--- config.mk ---
export PLATFORM = sky130hd
export DESIGN_NAME = playfair_cipher_encrypt
export DESIGN_NICKNAME = d
export VERILOG_FILES = /design/src/rtl/pfe_pkg.sv /design/src/rtl/playfair_cipher_encrypt.sv /design/src/rtl/pfe_store.sv /design/src/rtl/pfe_rule.sv
export SDC_FILE = /design/constraint.sdc
export NUM_CORES = 1
export LEC_CHECK = 0
export BUFFER_PORTS_ARGS = -buffer_cell sky130_fd_sc_hd__buf_2
export CORE_MARGIN = 2
export CORE_UTILIZATION = 35
export DETAILED_ROUTE_END_ITERATION = 10
export SLEW_MARGIN = 20
export SYNTH_ARGS = -nofsm -noshare
export SYNTH_HDL_FRONTEND = slang
export SYNTH_HIERARCHICAL = 1
export SYNTH_SLANG_ARGS = --single-unit
--- constraint.sdc ---
create_clock -name clock -period 6.7 [get_ports clock]
set_clock_uncertainty 0.2 [all_clocks]
set_input_delay 1.34 -clock clock [delete_from_list [all_inputs] [get_ports clock]]
set_output_delay 1.34 -clock clock [all_outputs]
set_load 0.03 [all_outputs]
--- src/rtl/pfe_pkg.sv ---
`timescale 1ns / 1ps
`default_nettype none
// ----------------------------------------------------------------------------
// pfe_pkg: shared types and constants for the Playfair encryptor
// Letter codes, operation codes, sequencer states, the store write beat and
// the grid position helpers (row and column of a cell).
// ----------------------------------------------------------------------------
package pfe_pkg;

   localparam int GRID_CELLS = 25;
   localparam int ALPHABET   = 26;

   localparam logic [4:0] LET_I = 5'd8;
   localparam logic [4:0] LET_J = 5'd9;
   localparam logic [4:0] LET_X = 5'd23;
   localparam logic [4:0] LET_Z = 5'd25;
   localparam logic [4:0] LAST_CELL = 5'(GRID_CELLS - 1);
   localparam logic [4:0] LAST_LETTER = 5'(ALPHABET - 1);

   typedef enum logic [1:0] {
      OP_KEY      = 2'd0,
      OP_KEY_END  = 2'd1,
      OP_TEXT     = 2'd2,
      OP_TEXT_END = 2'd3
   } op_type;

   typedef enum logic [2:0] {
      ST_IDLE,
      ST_FILL,
      ST_POS,
      ST_GRID,
      ST_SEND0,
      ST_SEND1,
      ST_NONE
   } state_type;

   // One write into both grid stores: slot holds letter, letter sits at slot
   typedef struct packed {
      logic       en;
      logic [4:0] slot;
      logic [4:0] letter;
   } store_wr_type;

   // Row of a cell 0..24: multiply by the reciprocal of five
   function automatic logic [2:0] pos_row(input logic [4:0] p);
      logic [9:0] prod;
      prod = 10'(p) * 10'd13;
      return prod[8:6];
   endfunction

   // Column of a cell 0..24
   function automatic logic [2:0] pos_col(input logic [4:0] p);
      logic [4:0] base;
      base = 5'(pos_row(p)) * 5'd5;
      return 3'(p - base);
   endfunction

   // Filler letter for a doubled or odd letter
   function automatic logic [4:0] filler_for(input logic [4:0] l);
      return (l == LET_X) ? LET_Z : LET_X;
   endfunction

endpackage
`default_nettype wire

--- src/rtl/playfair_cipher_encrypt.sv ---
`timescale 1ns / 1ps
`default_nettype none
// ----------------------------------------------------------------------------
// playfair_cipher_encrypt: Playfair encryption of a letter stream
// Builds the 5x5 key grid from key letters, then pairs plaintext letters
// into digraphs and returns two cipher letters per digraph.
// ----------------------------------------------------------------------------
//  Channel  Dir  Beat fields
//  req_*    in   tuser[1:0] operation, tdata[4:0] letter
//  rsp_*    out  tdata[4:0] cipher_letter, tuser[0] second_of_pair,
//                tuser[1] no_letter, tlast message_end
//
//  Key letters and plaintext letters that only open a digraph are taken in
//  the idle state, which stays ready for the next beat. A closed digraph
//  passes through accept, position read, grid read, then one beat per cipher
//  letter; the first result beat waits on the two memory reads in series.
//  A key end walks the alphabet through the shared write port.
//  The input is not ready while a digraph or the fill is in flight; result
//  beats hold while rsp_tready is low. Reset clears the sequencer, the
//  present mask, the fill count and the pending letter; grid memories are
//  valid only once written.
// ----------------------------------------------------------------------------
module playfair_cipher_encrypt (
   input  wire        clock,
   input  wire        reset,
   input  wire        req_tvalid,
   output logic       req_tready,
   input  wire  [7:0] req_tdata,   // [4:0] letter, [7:5] zero
   input  wire  [1:0] req_tuser,   // [1:0] operation
   output logic       rsp_tvalid,
   input  wire        rsp_tready,
   output logic [7:0] rsp_tdata,   // [4:0] cipher_letter, [7:5] zero
   output logic [1:0] rsp_tuser,   // [0] second_of_pair, [1] no_letter
   output logic       rsp_tlast    // message_end
);

   pfe_pkg::state_type    state_ff, state_in;
   logic [25:0]           present_ff, present_in;
   logic [4:0]            count_ff, count_in;
   logic                  complete_ff, complete_in;
   logic [4:0]            pending_ff, pending_in;
   logic                  pending_valid_ff, pending_valid_in;
   logic [4:0]            fill_idx_ff, fill_idx_in;
   logic [4:0]            let_a_ff, let_a_in;
   logic [4:0]            let_b_ff, let_b_in;
   logic                  end_ff, end_in;

   pfe_pkg::store_wr_type wr;
   logic                  pos_rd_en, grid_rd_en;
   logic [4:0]            pos_q_a, pos_q_b;
   logic [4:0]            cell_a, cell_b;
   logic [4:0]            grid_q_a, grid_q_b;

   pfe_pkg::op_type       op;
   logic [4:0]            letter_raw, letter;
   logic                  letter_ok;
   logic                  req_fire, rsp_fire;
   logic [4:0]            place_letter;
   logic                  place_try;

   assign op         = pfe_pkg::op_type'(req_tuser);
   assign letter_raw = req_tdata[4:0];
   assign letter_ok  = (letter_raw <= pfe_pkg::LAST_LETTER);
   assign letter     = (letter_raw == pfe_pkg::LET_J) ? pfe_pkg::LET_I : letter_raw;
   assign req_fire   = req_tvalid && req_tready;
   assign rsp_fire   = rsp_tvalid && rsp_tready;

   // Shared write port into the grid stores
   always_comb begin
      wr.en     = 1'b0;
      wr.slot   = count_ff;
      wr.letter = place_letter;
      if (place_try && !present_ff[place_letter] && !complete_ff
          && count_ff <= pfe_pkg::LAST_CELL) begin
         wr.en = 1'b1;
      end
   end

   pfe_store u_store (
      .clock       (clock),
      .wr          (wr),
      .pos_rd_en   (pos_rd_en),
      .pos_addr_a  (let_a_ff),
      .pos_addr_b  (let_b_ff),
      .pos_q_a     (pos_q_a),
      .pos_q_b     (pos_q_b),
      .grid_rd_en  (grid_rd_en),
      .grid_addr_a (cell_a),
      .grid_addr_b (cell_b),
      .grid_q_a    (grid_q_a),
      .grid_q_b    (grid_q_b)
   );

   pfe_rule u_rule (
      .pos_a  (pos_q_a),
      .pos_b  (pos_q_b),
      .cell_a (cell_a),
      .cell_b (cell_b)
   );

   // Hold state and control registers
   always_ff @(posedge clock) begin
      if (reset) begin
         state_ff         <= pfe_pkg::ST_IDLE;
         present_ff       <= '0;
         count_ff         <= '0;
         complete_ff      <= 1'b0;
         pending_ff       <= '0;
         pending_valid_ff <= 1'b0;
         fill_idx_ff      <= '0;
         end_ff           <= 1'b0;
      end else begin
         state_ff         <= state_in;
         present_ff       <= present_in;
         count_ff         <= count_in;
         complete_ff      <= complete_in;
         pending_ff       <= pending_in;
         pending_valid_ff <= pending_valid_in;
         fill_idx_ff      <= fill_idx_in;
         end_ff           <= end_in;
      end
   end

   // Hold digraph letters
   always_ff @(posedge clock) begin
      let_a_ff <= let_a_in;
      let_b_ff <= let_b_in;
   end

   // Sequence the block: next state and outputs
   always_comb begin
      state_in         = state_ff;
      present_in       = present_ff;
      count_in         = count_ff;
      complete_in      = complete_ff;
      pending_in       = pending_ff;
      pending_valid_in = pending_valid_ff;
      fill_idx_in      = fill_idx_ff;
      let_a_in         = let_a_ff;
      let_b_in         = let_b_ff;
      end_in           = end_ff;
      place_letter     = letter;
      place_try        = 1'b0;
      pos_rd_en        = 1'b0;
      grid_rd_en       = 1'b0;
      req_tready       = 1'b0;
      rsp_tvalid       = 1'b0;
      rsp_tdata        = '0;
      rsp_tuser        = '0;
      rsp_tlast        = 1'b0;

      case (state_ff)
         pfe_pkg::ST_IDLE: begin
            req_tready = 1'b1;
            if (req_fire) begin
               case (op)
                  pfe_pkg::OP_KEY: begin
                     place_try = letter_ok;
                  end
                  pfe_pkg::OP_KEY_END: begin
                     if (!complete_ff) begin
                        fill_idx_in = '0;
                        state_in    = pfe_pkg::ST_FILL;
                     end
                  end
                  pfe_pkg::OP_TEXT: begin
                     if (letter_ok && complete_ff) begin
                        if (!pending_valid_ff) begin
                           pending_in       = letter;
                           pending_valid_in = 1'b1;
                        end else begin
                           let_a_in = pending_ff;
                           end_in   = 1'b0;
                           state_in = pfe_pkg::ST_POS;
                           if (letter == pending_ff) begin
                              let_b_in = pfe_pkg::filler_for(pending_ff);
                           end else begin
                              let_b_in         = letter;
                              pending_valid_in = 1'b0;
                           end
                        end
                     end
                  end
                  pfe_pkg::OP_TEXT_END: begin
                     if (complete_ff) begin
                        if (pending_valid_ff) begin
                           let_a_in         = pending_ff;
                           let_b_in         = pfe_pkg::filler_for(pending_ff);
                           end_in           = 1'b1;
                           pending_valid_in = 1'b0;
                           state_in         = pfe_pkg::ST_POS;
                        end else begin
                           state_in = pfe_pkg::ST_NONE;
                        end
                     end
                  end
                  default: begin
                     state_in = pfe_pkg::ST_IDLE;
                  end
               endcase
            end
         end

         // Walk the alphabet and place every unused letter but j
         pfe_pkg::ST_FILL: begin
            place_letter = fill_idx_ff;
            place_try    = (fill_idx_ff != pfe_pkg::LET_J);
            fill_idx_in  = fill_idx_ff + 5'd1;
            if (fill_idx_ff == pfe_pkg::LAST_LETTER) begin
               complete_in = 1'b1;
               state_in    = pfe_pkg::ST_IDLE;
            end
         end

         // Read both letter positions
         pfe_pkg::ST_POS: begin
            pos_rd_en = 1'b1;
            state_in  = pfe_pkg::ST_GRID;
         end

         // Map cells and read both cipher letters
         pfe_pkg::ST_GRID: begin
            grid_rd_en = 1'b1;
            state_in   = pfe_pkg::ST_SEND0;
         end

         pfe_pkg::ST_SEND0: begin
            rsp_tvalid     = 1'b1;
            rsp_tdata[4:0] = grid_q_a;
            if (rsp_fire) begin
               state_in = pfe_pkg::ST_SEND1;
            end
         end

         pfe_pkg::ST_SEND1: begin
            rsp_tvalid     = 1'b1;
            rsp_tdata[4:0] = grid_q_b;
            rsp_tuser[0]   = 1'b1;
            rsp_tlast      = end_ff;
            if (rsp_fire) begin
               state_in = pfe_pkg::ST_IDLE;
            end
         end

         // Plaintext end with nothing pending
         pfe_pkg::ST_NONE: begin
            rsp_tvalid   = 1'b1;
            rsp_tuser[1] = 1'b1;
            rsp_tlast    = 1'b1;
            if (rsp_fire) begin
               state_in = pfe_pkg::ST_IDLE;
            end
         end

         default: begin
            state_in = pfe_pkg::ST_IDLE;
         end
      endcase

      // Advance the fill on each placed letter
      if (wr.en) begin
         present_in[wr.letter] = 1'b1;
         count_in              = count_ff + 5'd1;
         if (count_ff == pfe_pkg::LAST_CELL) begin
            complete_in = 1'b1;
         end
      end
   end

endmodule
`default_nettype wire

--- src/rtl/pfe_store.sv ---
`timescale 1ns / 1ps
`default_nettype none
// ----------------------------------------------------------------------------
// pfe_store: key grid and letter position memories
// One shared write port fills both tables; each table has two registered
// read ports, used for the two letters of a digraph.
// ----------------------------------------------------------------------------
module pfe_store (
   input  wire                        clock,
   input  wire pfe_pkg::store_wr_type wr,
   input  wire                        pos_rd_en,
   input  wire  [4:0]                 pos_addr_a,
   input  wire  [4:0]                 pos_addr_b,
   output logic [4:0]                 pos_q_a,
   output logic [4:0]                 pos_q_b,
   input  wire                        grid_rd_en,
   input  wire  [4:0]                 grid_addr_a,
   input  wire  [4:0]                 grid_addr_b,
   output logic [4:0]                 grid_q_a,
   output logic [4:0]                 grid_q_b
);

   logic [4:0] grid_mem [pfe_pkg::GRID_CELLS];
   logic [4:0] pos_mem  [pfe_pkg::ALPHABET];

   // Write both tables
   always_ff @(posedge clock) begin
      if (wr.en) begin
         grid_mem[wr.slot]  <= wr.letter;
         pos_mem[wr.letter] <= wr.slot;
      end
   end

   // Register position reads
   always_ff @(posedge clock) begin
      if (pos_rd_en) begin
         pos_q_a <= pos_mem[pos_addr_a];
         pos_q_b <= pos_mem[pos_addr_b];
      end
   end

   // Register grid reads
   always_ff @(posedge clock) begin
      if (grid_rd_en) begin
         grid_q_a <= grid_mem[grid_addr_a];
         grid_q_b <= grid_mem[grid_addr_b];
      end
   end

endmodule
`default_nettype wire

--- src/rtl/pfe_rule.sv ---
`timescale 1ns / 1ps
`default_nettype none
// ----------------------------------------------------------------------------
// pfe_rule: digraph cell mapping
// Maps the cells of two letters to the cells of their cipher letters by the
// row, column or rectangle rule.
// ----------------------------------------------------------------------------
module pfe_rule (
   input  wire  [4:0] pos_a,
   input  wire  [4:0] pos_b,
   output logic [4:0] cell_a,
   output logic [4:0] cell_b
);

   logic [2:0] r1, c1, r2, c2;
   logic [2:0] r1_out, c1_out, r2_out, c2_out;

   // Split cells into row and column
   always_comb begin
      r1 = pfe_pkg::pos_row(pos_a);
      c1 = pfe_pkg::pos_col(pos_a);
      r2 = pfe_pkg::pos_row(pos_b);
      c2 = pfe_pkg::pos_col(pos_b);
   end

   // Pick the rule: same row shifts right, same column shifts down,
   // otherwise swap the rectangle corners
   always_comb begin
      r1_out = r1;
      r2_out = r2;
      c1_out = c2;
      c2_out = c1;
      if (r1 == r2) begin
         c1_out = (c1 == 3'd4) ? 3'd0 : c1 + 3'd1;
         c2_out = (c2 == 3'd4) ? 3'd0 : c2 + 3'd1;
      end else if (c1 == c2) begin
         r1_out = (r1 == 3'd4) ? 3'd0 : r1 + 3'd1;
         r2_out = (r2 == 3'd4) ? 3'd0 : r2 + 3'd1;
         c1_out = c1;
         c2_out = c2;
      end
      cell_a = 5'(r1_out) * 5'd5 + 5'(c1_out);
      cell_b = 5'(r2_out) * 5'd5 + 5'(c2_out);
   end

endmodule
`default_nettype wire

# Word level (Yosys, flattened, before mapping)
# Memories as Yosys holds them, arrays and structs flattened. A register that Yosys moved wholly into a read port is not among the register bits.
# Cells that the tools add are included.
# Widths: inputs -> output; s select.
[op_classes]
multipliers = 6
magnitude_cmp = 4
addsub = 10
bitwise = 2
n_reduce_logical = 20
mux = 72
eq_ne = 36
[ops]
columns = ["cell", "count"]
rows = [
  ["$mux 5", 13],
  ["$mux 3", 21],
  ["$pmux 5 s2", 4],
  ["$or 26x26->26", 1],
  ["$mux 1", 25],
  ["$eq 3x3->1 const B", 7],
  ["$mul 5x4->9 const B", 2],
  ["$pmux 3 s6", 1],
  ["$ne 2x2->1 const B", 8],
  ["$eq 5x5->1 const B", 3],
  ["$add 3x1->3 const B", 4],
  ["$ne 3x3->1 const B", 4],
  ["$add 5x1->5 const B", 2],
  ["$add 5x3->5", 2],
  ["$le 5x5->1 const B", 2],
  ["$mul 3x3->5 const B", 2],
  ["$reduce_and 5->1", 2],
  ["$pmux 3 s3", 1],
  ["$reduce_and 9->1", 1],
  ["$pmux 1 s2", 4],
  ["$logic_and 1x1->1", 7],
  ["$reduce_and 7->1", 1],
  ["$eq 3x2->1 const B", 2],
  ["$eq 3x3->1", 2],
  ["other kinds (23)", 29],
]
[word_totals]
input_bits = 14
ff_bits = 57
output_inout_bits = 13
mem_count = 2
word_cells = 162
ram_bits = 255
[memory_table]
columns = ["memory", "words", "word_bits", "read_ports", "rd_clocked_by_memory_dff", "wr", "line_no", "source"]
rows = [
  ["u_store.pos_mem", 26, 5, 2, 2, 1, "pfe_store.sv:24", "logic [4:0] pos_mem [pfe_pkg::ALPHABET];"],
  ["u_store.grid_mem", 25, 5, 2, 2, 1, "pfe_store.sv:23", "logic [4:0] grid_mem [pfe_pkg::GRID_CELLS];"],
]

# Longest topological paths before layout
# Gate-level depths: netlist of the first run.
[depth]
word_depth = 12
depth_mapped = 29
mapped_depth_nobuf = 27

# By module
# The synthesis of the first run kept the hierarchy.
[modules_own_cells]
columns = ["mod", "area_each_um2", "seq_area_each_um2", "cells_each", "instances"]
rows = [
  ["pfe_store", 13077.5, 8257.9, 786, 1],
  ["playfair_cipher_encrypt", 3085.5, 1241.2, 360, 1],
  ["pfe_rule", 1532.7, 0.0, 169, 1],
]

# Least setup slack after synthesis of the first run
# OpenSTA, ideal clock, no wires.
[synth_path]
kind = "register -> register"
startpoint = "register u_store.pos_q_a[2] (read register of u_store.pos_mem)"
endpoint = "register u_store.grid_q_a[3] (read register of u_store.grid_mem) (data pin)"
synth_period_minus_slack_ps = 7283
path_slack_ps = -583
setup_time_ps = 259
n_path_buf = 2
t_arrival_ps = 6824
stages_incl_launch_ff = 27
required_ps = 6241
cell_sequence = "edfxtp_1 > ha_1 > fa_1 > ha_1 > nand4_2 > a21oi_1 > xnor2_1 > inv_1 > ha_1 > fa_1 > xnor2_1 > xnor3_1 > xor2_1 > xnor3_1 > nand3_1 > a211o_2 > ha_1 > ha_1 > inv_1 > fa_1 > inv_1 > buf_4 > buf_2 > mux4_1 > mux4_2 > inv_1 > o21ai_1"
[synth_between]
elab_chain_cells = 8
word_cells_on_any_way = 17
classes_between = "add/sub: 4; mul: 3; eq/ne: 4; mux: 6"
[synth_rtl]
columns = ["element", "line_no", "source"]
rows = [
  ["from (decl)", "pfe_store.sv:14", "output logic [4:0] pos_q_a,"],
  ["$mul 5x4->9", "pfe_pkg.sv:47", "prod = 10'(p) * 10'd13;"],
  ["$mul 3x3->3", "pfe_pkg.sv:54", "base = 5'(pos_row(p)) * 5'd5;"],
  ["$sub 3x3->3", "pfe_pkg.sv:55", "return 3'(p - base);"],
  ["$eq 3x3->1", "pfe_rule.sv:36", "end else if (c1 == c2) begin"],
  ["$mux 3", "pfe_rule.sv:36", ""],
  ["$mux 3", "pfe_rule.sv:33", "if (r1 == r2) begin"],
  ["$mul 3x3->5", "pfe_rule.sv:42", "cell_a = 5'(r1_out) * 5'd5 + 5'(c1_out);"],
  ["$add 5x3->5 *", "pfe_rule.sv:42", ""],
  ["named net cell_a[2]", "playfair_cipher_encrypt.sv:51", "logic [4:0] cell_a, cell_b;"],
  ["to (decl)", "pfe_store.sv:19", "output logic [4:0] grid_q_a,"],
]
# Mark *: on every way through the listed nets, which the timed path passes. The rest lies on a longest branch.
# A chain may end at the register's enable or synchronous reset.

# Worst setup path after layout of the first run
[layout_path]
startpoint = "register u_store.pos_q_a[1] (read register of u_store.pos_mem)"
endpoint = "register u_store.grid_q_a[3] (read register of u_store.grid_mem) (data pin)"
# The elaborated chain is that of the path after synthesis.

==> results.json, run 1 <==
{
  "fin_ws_ps": -103,
  "coreArea_sq_um": 50100,
  "critPathArrivalTime_ps": 6940,
  "nets": 1483,
  "first_pass_iters": 5,
  "hp-start": "present_ff[2]$_SDFFE_PP0P_",
  "ys_ff_latch": 332,
  "worst_pin_slew_ps": 1050,
  "ys_warn_count": 6,
  "startpoint_type": "register",
  "gp_congestion": 0.884,
  "cts_tree": "yes",
  "rrSetupSlack_ps": -100,
  "row_count": 82,
  "via_count": 11500,
  "holdPathStages": 2,
  "min_period_ps": 6800,
  "synth_commonest_cells": "285 x edfxtp_1, 153 x nor2_1, 122 x mux2i_1, 55 x ha_1, 55 x nand2_1",
  "portBuffers": 20,
  "hold_viol": 0,
  "cpMaxStageDelayCell": "mux4_2",
  "synth-main-ff-cell": "edfxtp_1",
  "cp.required_ps": 6840,
  "synthToLayoutAreaGrowth_pct": 16.4,
  "synth_edf_count": 285,
  "end_kind": "register",
  "yosysSeqAreaShare_pct": 53.7,
  "max_slew_margin_pct": 29.9,
  "gr-total-overflow": 0,
  "period_share_pct": 102,
  "grt_pass1_wl_um": 65800,
  "whs_endpoint": "present_ff[2]$_SDFFE_PP0P_",
  "die_area_sq_um": 52400,
  "antenna_found_initial": 0,
  "cts_buffers": 31,
  "drtIter0Drc": 953,
  "critPathLaunch": "u_store/pos_q_a[1]$_DFFE_PP_",
  "critical_path_class": "register to register",
  "start_util_pct": 35.3,
  "grt_max_degree": 56,
  "syn-cell-area_sq_um": 17700,
  "rr_endpoint": "u_store/grid_q_a[3]$_DFFE_PP_",
  "detail_route.wl_per_cell_um": 20.3,
  "dp_hpwl_um": 29600,
  "maxSlewViolCount": 0,
  "final_cells": 2104,
  "dp_cells": 2024,
  "hold_class": "register to register",
  "synth.most_common_cell": "edfxtp_1",
  "first_global_vias": 11400,
  "grtUsageTotal_pct": 16.0,
  "yosys.area.top_type_share_pct": 48.4,
  "h-tree-depth": 1,
  "die_h_um": 229,
  "ios": 27,
  "drc": 0,
  "wirelength_um": 42800,
  "clk_latency_ps": 590,
  "synth_area_leaders": "edfxtp_1 48%, mux2i_1 6.9%, mux4_2 5.5%",
  "violations": "setup timing",
  "max_cap_violations": 0,
  "ys_types": 83,
  "die_x_um": 229,
  "fmax_mhz": 147,
  "clkTransAtPathRegs_ps": 60,
  "drive_gt1_share_pct": 23.6,
  "cp_max_fo": 7,
  "status": "finished, violations left",
  "reg2reg_from": "u_store/pos_q_a[1]$_DFFE_PP_",
  "avgSynthCellArea_sq_um": 13.5,
  "syn_inst": 1315,
  "rsz0062_at_grt": "yes",
  "clockBufferDepth": 3,
  "async_reset_ff_share_pct": 0,
  "root_buffer": "clkbuf_16",
  "r2r_cells": 28,
  "clock-sinks": 332,
  "yosysTopAreaCell": "edfxtp_1",
  "diodes": 0,
  "vias_per_cell": 5.47,
  "antenna_left": 0,
  "setup_viol": 8,
  "crit_path_max_incr_delay_ps": 510
}
-- kinds of logic after synthesis --
group | after synthesis | synth area share [%]
AND/OR/NAND/NOR | 332 | 9.05
multiplexers | 225 | 19.0
XOR/XNOR | 38 | 2.11
other | 1 | 0.0212
flip-flops | 332 | 53.7
AO/OA/AOI/OAI | 205 | 8.05
adder cells (fa/ha/maj) | 61 | 4.57
buffers and inverters | 121 | 3.53
-- sequential cells by signal, indices dropped and copies added (netlist names) --
register	flops
u_store/grid_q_a	5
fill_idx_ff	5
complete_ff	1
count_ff	5
u_store/grid_mem	125
pending_ff	5
end_ff	1
u_store/pos_mem	130
let_b_ff	5
u_store/grid_q_b	5
pending_valid_ff	1
u_store/pos_q_a	5
u_store/pos_q_b	5
let_a_ff	5
state_ff	3
present_ff	26
-- worst max-delay path by stage --
stage / slack (ps) / end / cells after the start
finish: -100 / u_store/grid_q_a[3]$_DFFE_PP_ / 28
global route: -390 / u_store/grid_q_b[1]$_DFFE_PP_ / 28
CTS: -20 / u_store/grid_q_a[3]$_DFFE_PP_ / 25
detailed placement: -450 / u_store/grid_q_b[2]$_DFFE_PP_ / 21
global placement: -440 / u_store/grid_q_b[2]$_DFFE_PP_ / 25
floorplan: -20 / u_store/grid_q_a[3]$_DFFE_PP_ / 26
-- layout make-up --
cell class / count / area (sq um)
Clock buffer: 35 / 791
Sequential cell: 332 / 9500
Clock inverter: 22 / 201
Timing Repair Buffer: 131 / 1110
Inverter: 48 / 185
Multi-Input combinational cell: 864 / 7970
Tap cell: 672 / 841
Fill cell: 4656 / 29500
-- cells in the final DEF, fill, tap and decap left out, types with 14 or more instances in the layout --
cell and count:
edfxtp_1 285, nor2_1 149, mux2i_1 116, buf_4 92, nand2_1 55, mux4_2 48
dfxtp_1 47, ha_1 44, inv_1 39, a21oi_1 34, o22ai_1 34, clkbuf_16 32
a31oi_1 30, mux4_1 27, mux2_2 22, buf_2 20, nand2b_1 19, nor3_1 17
xnor2_1 17, nand3b_1 16, nand3_1 15, o21ai_0 14
-- metrics by stage --
stage / instance area [sq um] / hold WS [ps] / worst slack (ps) / TNS, ps / util [%]
after floorplan: 17700 / 231 / -23.1 / -23.1 / -
after global placement: 19000 / 244 / -442 / -2280 / 37.9
after detailed placement: 19000 / 262 / -449 / -2370 / 37.9
after CTS: 20300 / 275 / -17.8 / -23.0 / 40.6
after global routing: 20600 / 286 / -390 / -2990 / 41.1
final: 20600 / 269 / -103 / -601 / 41.1
-- routing by layer --
layer	vias to the layer above	wire length, um	global-route usage, %
li1	5293	-	-
met1	5741	18500	21.0
met2	387	20600	27.4
met3	78	2410	1.97
met4	0	1300	5.46
met5	-	0	0
-- timing repair --
| item | in CTS | in global routing |
|---|---|---|
| hold buffers | 0 | 0 |
| gates resized for setup | 59 | 37 |
| setup buffers | 12 | 9 |
| setup endpoints to repair | 10 | 10 |
| pin swaps | 20 | 24 |
| gates cloned | 1 | 1 |
-- worst max-delay path, delay by kind of cell, from the launching register on --
family	cells	cell delay, ps
AND/OR/NAND/NOR	2	240
buffers and inverters	8	850
adder cells (fa/ha/maj)	7	2350
flip-flops	1	410
AO/OA/AOI/OAI	2	250
XOR/XNOR	5	1060
multiplexers	4	1200
Power of run 1 is not shown: default switching activity piles up to over one toggle a cycle in this logic, so the estimate is an artifact.
==> run 2: changes to the inputs <==
--- a/config.mk
+++ b/config.mk
@@ -9,6 +9,7 @@
 export CORE_MARGIN = 2
 export CORE_UTILIZATION = 35
 export DETAILED_ROUTE_END_ITERATION = 10
+export PLACE_DENSITY = 0.51
 export SLEW_MARGIN = 20
 export SYNTH_ARGS = -nofsm -noshare
 export SYNTH_HDL_FRONTEND = slang
==> run 2 against run 1 <==
Effect of this change:
- utilization increased by 0.18 points
- sequential share of layout area decreased by 0.20 points
- non-clock buffer count decreased by 6
- cell area increased by 0.44%
- fmax increased by 0.90%
- routed wire length increased by 6.3%
- critical path depth decreased by 1
- flip-flop and latch count unchanged
- setup slack improved by 61 ps
- register-to-register slack improved by 60 ps
- first-iteration DRC count decreased by 4.3%
- global-route usage increased by 1.5 points
- the flow still finishes with violations (setup timing)
==> results.json, run 2 (synthesized netlist as in run 1, its figures left out) <==
{
  "clk_latency_ps": 560,
  "crit_end": "u_store/grid_q_b[3]$_DFFE_PP_",
  "rr_endpoint": "u_store/grid_q_b[3]$_DFFE_PP_",
  "coreArea_sq_um": 50100,
  "drc": 0,
  "gp_congestion": 0.867,
  "critPathLaunch": "u_store/pos_q_a[1]$_DFFE_PP_",
  "startpoint_type": "register",
  "violations": "setup timing",
  "drive_gt1_share_pct": 23.3,
  "fmax_mhz": 148,
  "r2r_cells": 27,
  "via_count": 11400,
  "cp.required_ps": 6800,
  "worst_pin_slew_ps": 955,
  "ios": 27,
  "setup_viol": 4,
  "cp_max_fo": 7,
  "holdPathStages": 2,
  "clkTransAtPathRegs_ps": 60,
  "dp_hpwl_um": 31300,
  "synthToLayoutAreaGrowth_pct": 16.9,
  "antenna_left": 0,
  "reg2reg_from": "u_store/pos_q_a[1]$_DFFE_PP_",
  "root_buffer": "clkbuf_16",
  "dp_slack_ps": -401,
  "rrSetupSlack_ps": -40,
  "status": "finished, violations left",
  "vias_per_cell": 5.40,
  "maxSlewViolCount": 0,
  "die_area_sq_um": 52400,
  "cts_tree": "yes",
  "first_global_vias": 11500,
  "die_h_um": 229,
  "row_count": 82,
  "first_pass_iters": 6,
  "critPathArrivalTime_ps": 6850,
  "largest_register_ff_count": 130,
  "antenna_found_initial": 0,
  "detail_route.wl_per_cell_um": 21.6,
  "clockBufferDepth": 3,
  "drtIter0Drc": 912,
  "num-fill-cells": 4758,
  "critical_path_class": "register to register",
  "cts_hold_buf": 0,
  "max_cap_violations": 0,
  "rsz0062_at_grt": "yes",
  "wirelength_um": 45500,
  "end_kind": "register",
  "min_period_ps": 6740,
  "start_util_pct": 35.3,
  "grtUsageTotal_pct": 17.5,
  "die_x_um": 229,
  "layout_commonest_cell": "edfxtp_1",
  "portBuffers": 20,
  "hp-start": "present_ff[14]$_SDFFE_PP0P_",
  "h-tree-depth": 2,
  "grt_pass1_wl_um": 69800,
  "period_share_pct": 101,
  "reg.largest.list": "u_store/pos_mem x130, u_store/grid_mem x125, present_ff x26",
  "gr-total-overflow": 0,
  "clock-sinks": 332,
  "hold_viol": 0,
  "max_slew_margin_pct": 36.3,
  "hold_class": "register to register",
  "diodes": 0,
  "top_register": "u_store/pos_mem",
  "grt_max_degree": 56,
  "nets": 1482,
  "cts_buffers": 36,
  "layout_common_cells": "285 x edfxtp_1, 151 x nor2_1, 116 x mux2i_1",
  "fin_ws_ps": -42.2
}
==> run 2: layer usage <==
| layer | vias to the layer above | GRT usage, % | part of all wire [%] |
|---|---|---|---|
| met4 | 0 | 5.52 | 2.5 |
| met2 | 291 | 28.7 | 48 |
| li1 | 5286 | - | - |
| met1 | 5718 | 23.8 | 45 |
| met5 | - | 0 | 0 |
| met3 | 74 | 2.91 | 4.7 |
==> run 2: metrics by stage <==
step / cell area (sq um) / util, % / instances / TNS (ps) / hold slack [ps]
after floorplan: 17700 / - / 1317 / -23.1 / 231
after global placement: 19000 / 37.9 / 2024 / -2470 / 245
after detailed placement: 19000 / 37.9 / 2024 / -3450 / 256
after CTS: 20600 / 41.1 / 2101 / -1300 / 274
after global routing: 20700 / 41.3 / 2106 / -2420 / 282
final: 20700 / 41.3 / 2106 / -87.8 / 265
==> run 2: worst min-delay path by stage <==
stage	to	slack [ps]
floorplan	present_ff[8]$_SDFFE_PP0P_	230
global placement	present_ff[8]$_SDFFE_PP0P_	240
detailed placement	present_ff[6]$_SDFFE_PP0P_	260
CTS	present_ff[6]$_SDFFE_PP0P_	270
global route	present_ff[6]$_SDFFE_PP0P_	280
finish	present_ff[14]$_SDFFE_PP0P_	260
==> run 2: worst max-delay path, stage by stage, from the launching register on <==
cell and delay [ps]:
edfxtp_1 450, ha_4 300, fa_1 450, ha_4 300, nand4_4 110, a21oi_4 210
xnor2_2 150, inv_1 70, ha_2 190, fa_2 350, xnor2_2 150, xnor3_2 310
xor2_2 170, xnor3_2 310, nand3_4 150, a211oi_2 180, a21o_1 130, ha_1 250
ha_4 280, inv_2 30, fa_1 580, inv_4 80, buf_6 140, buf_6 130
buf_4 130, mux4_2 350, a211oi_2 240, o21ai_1 110
==> run 2: final cells by class <==
cell class / count / area (sq um) / share of cell area [%]
Clock buffer: 39 / 912 / 4.41
Clock inverter: 26 / 340 / 1.64
Inverter: 48 / 183 / 0.883
Multi-Input combinational cell: 864 / 7890 / 38.1
Sequential cell: 332 / 9500 / 45.9
Tap cell: 672 / 841 / 4.06
Timing Repair Buffer: 125 / 1030 / 4.96
==> run 2: what timing repair did <==
item | 4_1_cts | 5_1_grt
resized for setup | 65 | 10
setup endpoints to repair | 10 | 10
gates cloned | 1 | 0
hold endpoints to repair | 0 | 0
pin swaps | 22 | 8
buffers inserted | 11 | 4
Power of run 2 is left out for the same reason.
==> run 3: changes to the inputs <==
--- a/config.mk
+++ b/config.mk
@@ -10,6 +10,7 @@
 export CORE_UTILIZATION = 35
 export DETAILED_ROUTE_END_ITERATION = 10
 export PLACE_DENSITY = 0.51
+export SKIP_CTS_REPAIR_TIMING = 1
 export SLEW_MARGIN = 20
 export SYNTH_ARGS = -nofsm -noshare
 export SYNTH_HDL_FRONTEND = slang
==> run 3 against run 2 <==
Effect of this change:
- cell area increased by 0.77%
- critical path depth shrank 1
- the run still ends with setup timing left
- die area is the same
- non-clock buffer count shrank 3
- via count rose by 0.82%
- hold slack about the same
- sequential share of layout area down 0.35 points
- cell count is 0.14% lower
- largest cell class unchanged
==> results.json, run 3 (synthesized netlist as in run 1, its figures left out) <==
{
  "status": "finished, violations left",
  "violations": "setup timing",
  "die_x_um": 229,
  "clockBufferDepth": 3,
  "cp_max_fo": 6,
  "first_pass_iters": 7,
  "reg.largest.list": "u_store/pos_mem x130, u_store/grid_mem x125, present_ff x26",
  "grt_pass1_wl_um": 68900,
  "rr_endpoint": "u_store/grid_q_a[1]$_DFFE_PP_",
  "diodes": 0,
  "fmax_mhz": 144,
  "multi_input_area_sq_um": 8020,
  "clock-sinks": 332,
  "dp_slack_ps": -401,
  "antenna_found_initial": 0,
  "drtIter0Drc": 871,
  "maxSlewViolCount": 0,
  "detail_route.wl_per_cell_um": 21.9,
  "antenna_left": 0,
  "via_count": 11500,
  "ios": 27,
  "cp.depth": 26,
  "seqCellArea_sq_um": 9500,
  "row_count": 82,
  "clkTransAtPathRegs_ps": 60,
  "setup_viol": 10,
  "end_kind": "register",
  "die_h_um": 229,
  "layout_commonest_cell": "edfxtp_1",
  "grt_max_degree": 56,
  "clk_latency_ps": 560,
  "die_area_sq_um": 52400,
  "vias_per_cell": 5.45,
  "critical_path_class": "register to register",
  "reg2reg_from": "u_store/pos_q_a[2]$_DFFE_PP_",
  "grtUsageTotal_pct": 17.3,
  "max_slew_margin_pct": 35.8,
  "hold_viol": 0,
  "period_share_pct": 104,
  "rrSetupSlack_ps": -270,
  "num-fill-cells": 4741,
  "wirelength_um": 46000,
  "holdPathStages": 2,
  "layout_common_cells": "285 x edfxtp_1, 149 x nor2_1, 114 x mux2i_1",
  "fin_ws_ps": -268,
  "coreArea_sq_um": 50100,
  "top_register": "u_store/pos_mem",
  "cts_buffers": 36,
  "drc": 0,
  "crit_family": "adder cells",
  "path_buf_inv": 5,
  "largest_register_ff_count": 130,
  "portBuffers": 20,
  "r2r_cells": 26,
  "h-tree-depth": 2,
  "rsz0062_at_grt": "yes",
  "max_cap_violations": 0,
  "start_util_pct": 35.3,
  "nets": 1479,
  "hold_class": "register to register",
  "min_period_ps": 6970,
  "gr-total-overflow": 0,
  "crit_path_max_incr_delay_ps": 510,
  "cpMaxStageDelayCell": "xnor3_2",
  "worst_pin_slew_ps": 963,
  "cp_common_cell": "ha_1",
  "cp.required_ps": 6820,
  "synthToLayoutAreaGrowth_pct": 17.8,
  "hp-start": "present_ff[14]$_SDFFE_PP0P_",
  "dp_hpwl_um": 31300,
  "first_global_vias": 11300,
  "cts_tree": "yes",
  "critPathArrivalTime_ps": 7080,
  "startpoint_type": "register",
  "root_buffer": "clkbuf_16",
  "whs_endpoint": "present_ff[14]$_SDFFE_PP0P_",
  "gp_congestion": 0.867,
  "drive_gt1_share_pct": 24.1
}
[run 3: cell count changes in the layout (fill, tap and decap cells not counted), sizes merged]
cell,delta
buf,-6
clkbuf,+3
[run 3: worst register-to-register path, cell delays in order (launching register included)]
cell	delay (ps)
edfxtp_1	440
buf_4	190
ha_1	290
ha_1	300
ha_1	340
nor2_2	160
a21oi_4	60
xnor2_2	150
buf_6	130
mux2i_4	180
fa_2	380
xnor2_2	150
xnor3_1	270
xor2_1	200
xnor3_2	510
and4_4	170
a211o_2	300
ha_4	230
ha_4	270
inv_2	30
fa_1	480
inv_4	150
buf_12	150
mux4_2	490
mux2_4	290
o21ai_2	150
o21ai_2	90
[run 3: through the flow]
stage          std cells  util [%]  hold slack [ps]  cell area, sq um  TNS [ps]
6_report            2103      41.6              265             20800     -1810
5_1_grt             2103      41.6              282             20800     -3860
3_3_place_gp        2024      37.9              245             19000     -2470
3_5_place_dp        2024      37.9              256             19000     -3450
4_1_cts             2089      40.4              274             20200     -3500
2_1_floorplan       1317         -              231             17700     -23.1
[run 3: worst max-delay path by stage]
| stage | startpoint | slack [ps] | end |
|---|---|---|---|
| 5_1_grt | u_store/pos_q_a[1]$_DFFE_PP_ | -460 | u_store/grid_q_a[1]$_DFFE_PP_ |
| 4_1_cts | u_store/pos_q_a[1]$_DFFE_PP_ | -420 | u_store/grid_q_b[2]$_DFFE_PP_ |
| 3_3_place_gp | u_store/pos_q_a[1]$_DFFE_PP_ | -290 | u_store/grid_q_b[1]$_DFFE_PP_ |
| 6_report | u_store/pos_q_a[2]$_DFFE_PP_ | -270 | u_store/grid_q_a[1]$_DFFE_PP_ |
| 3_5_place_dp | u_store/pos_q_a[1]$_DFFE_PP_ | -400 | u_store/grid_q_b[3]$_DFFE_PP_ |
| 2_1_floorplan | u_store/pos_q_a[2]$_DFFE_PP_ | -20 | u_store/grid_q_a[3]$_DFFE_PP_ |
[run 3: cell type report]
class                           instances  share of cell area [%]
Tap cell                              672                    4.03
Clock buffer                           39                    4.37
Sequential cell                       332                    45.6
Clock inverter                         26                    1.63
Timing Repair Buffer                  122                    5.05
Inverter                               48                   0.888
Multi-Input combinational cell        864                    38.5
[run 3: layer usage]
metal	track usage (%)	up-vias	share of wire [%]
met3	2.86	78	4.6
met4	5.17	0	2.4
met2	28.4	307	48
met1	23.5	5792	45
met5	0	-	0
li1	-	5285	-
Power of run 3 is left out for the same reason.
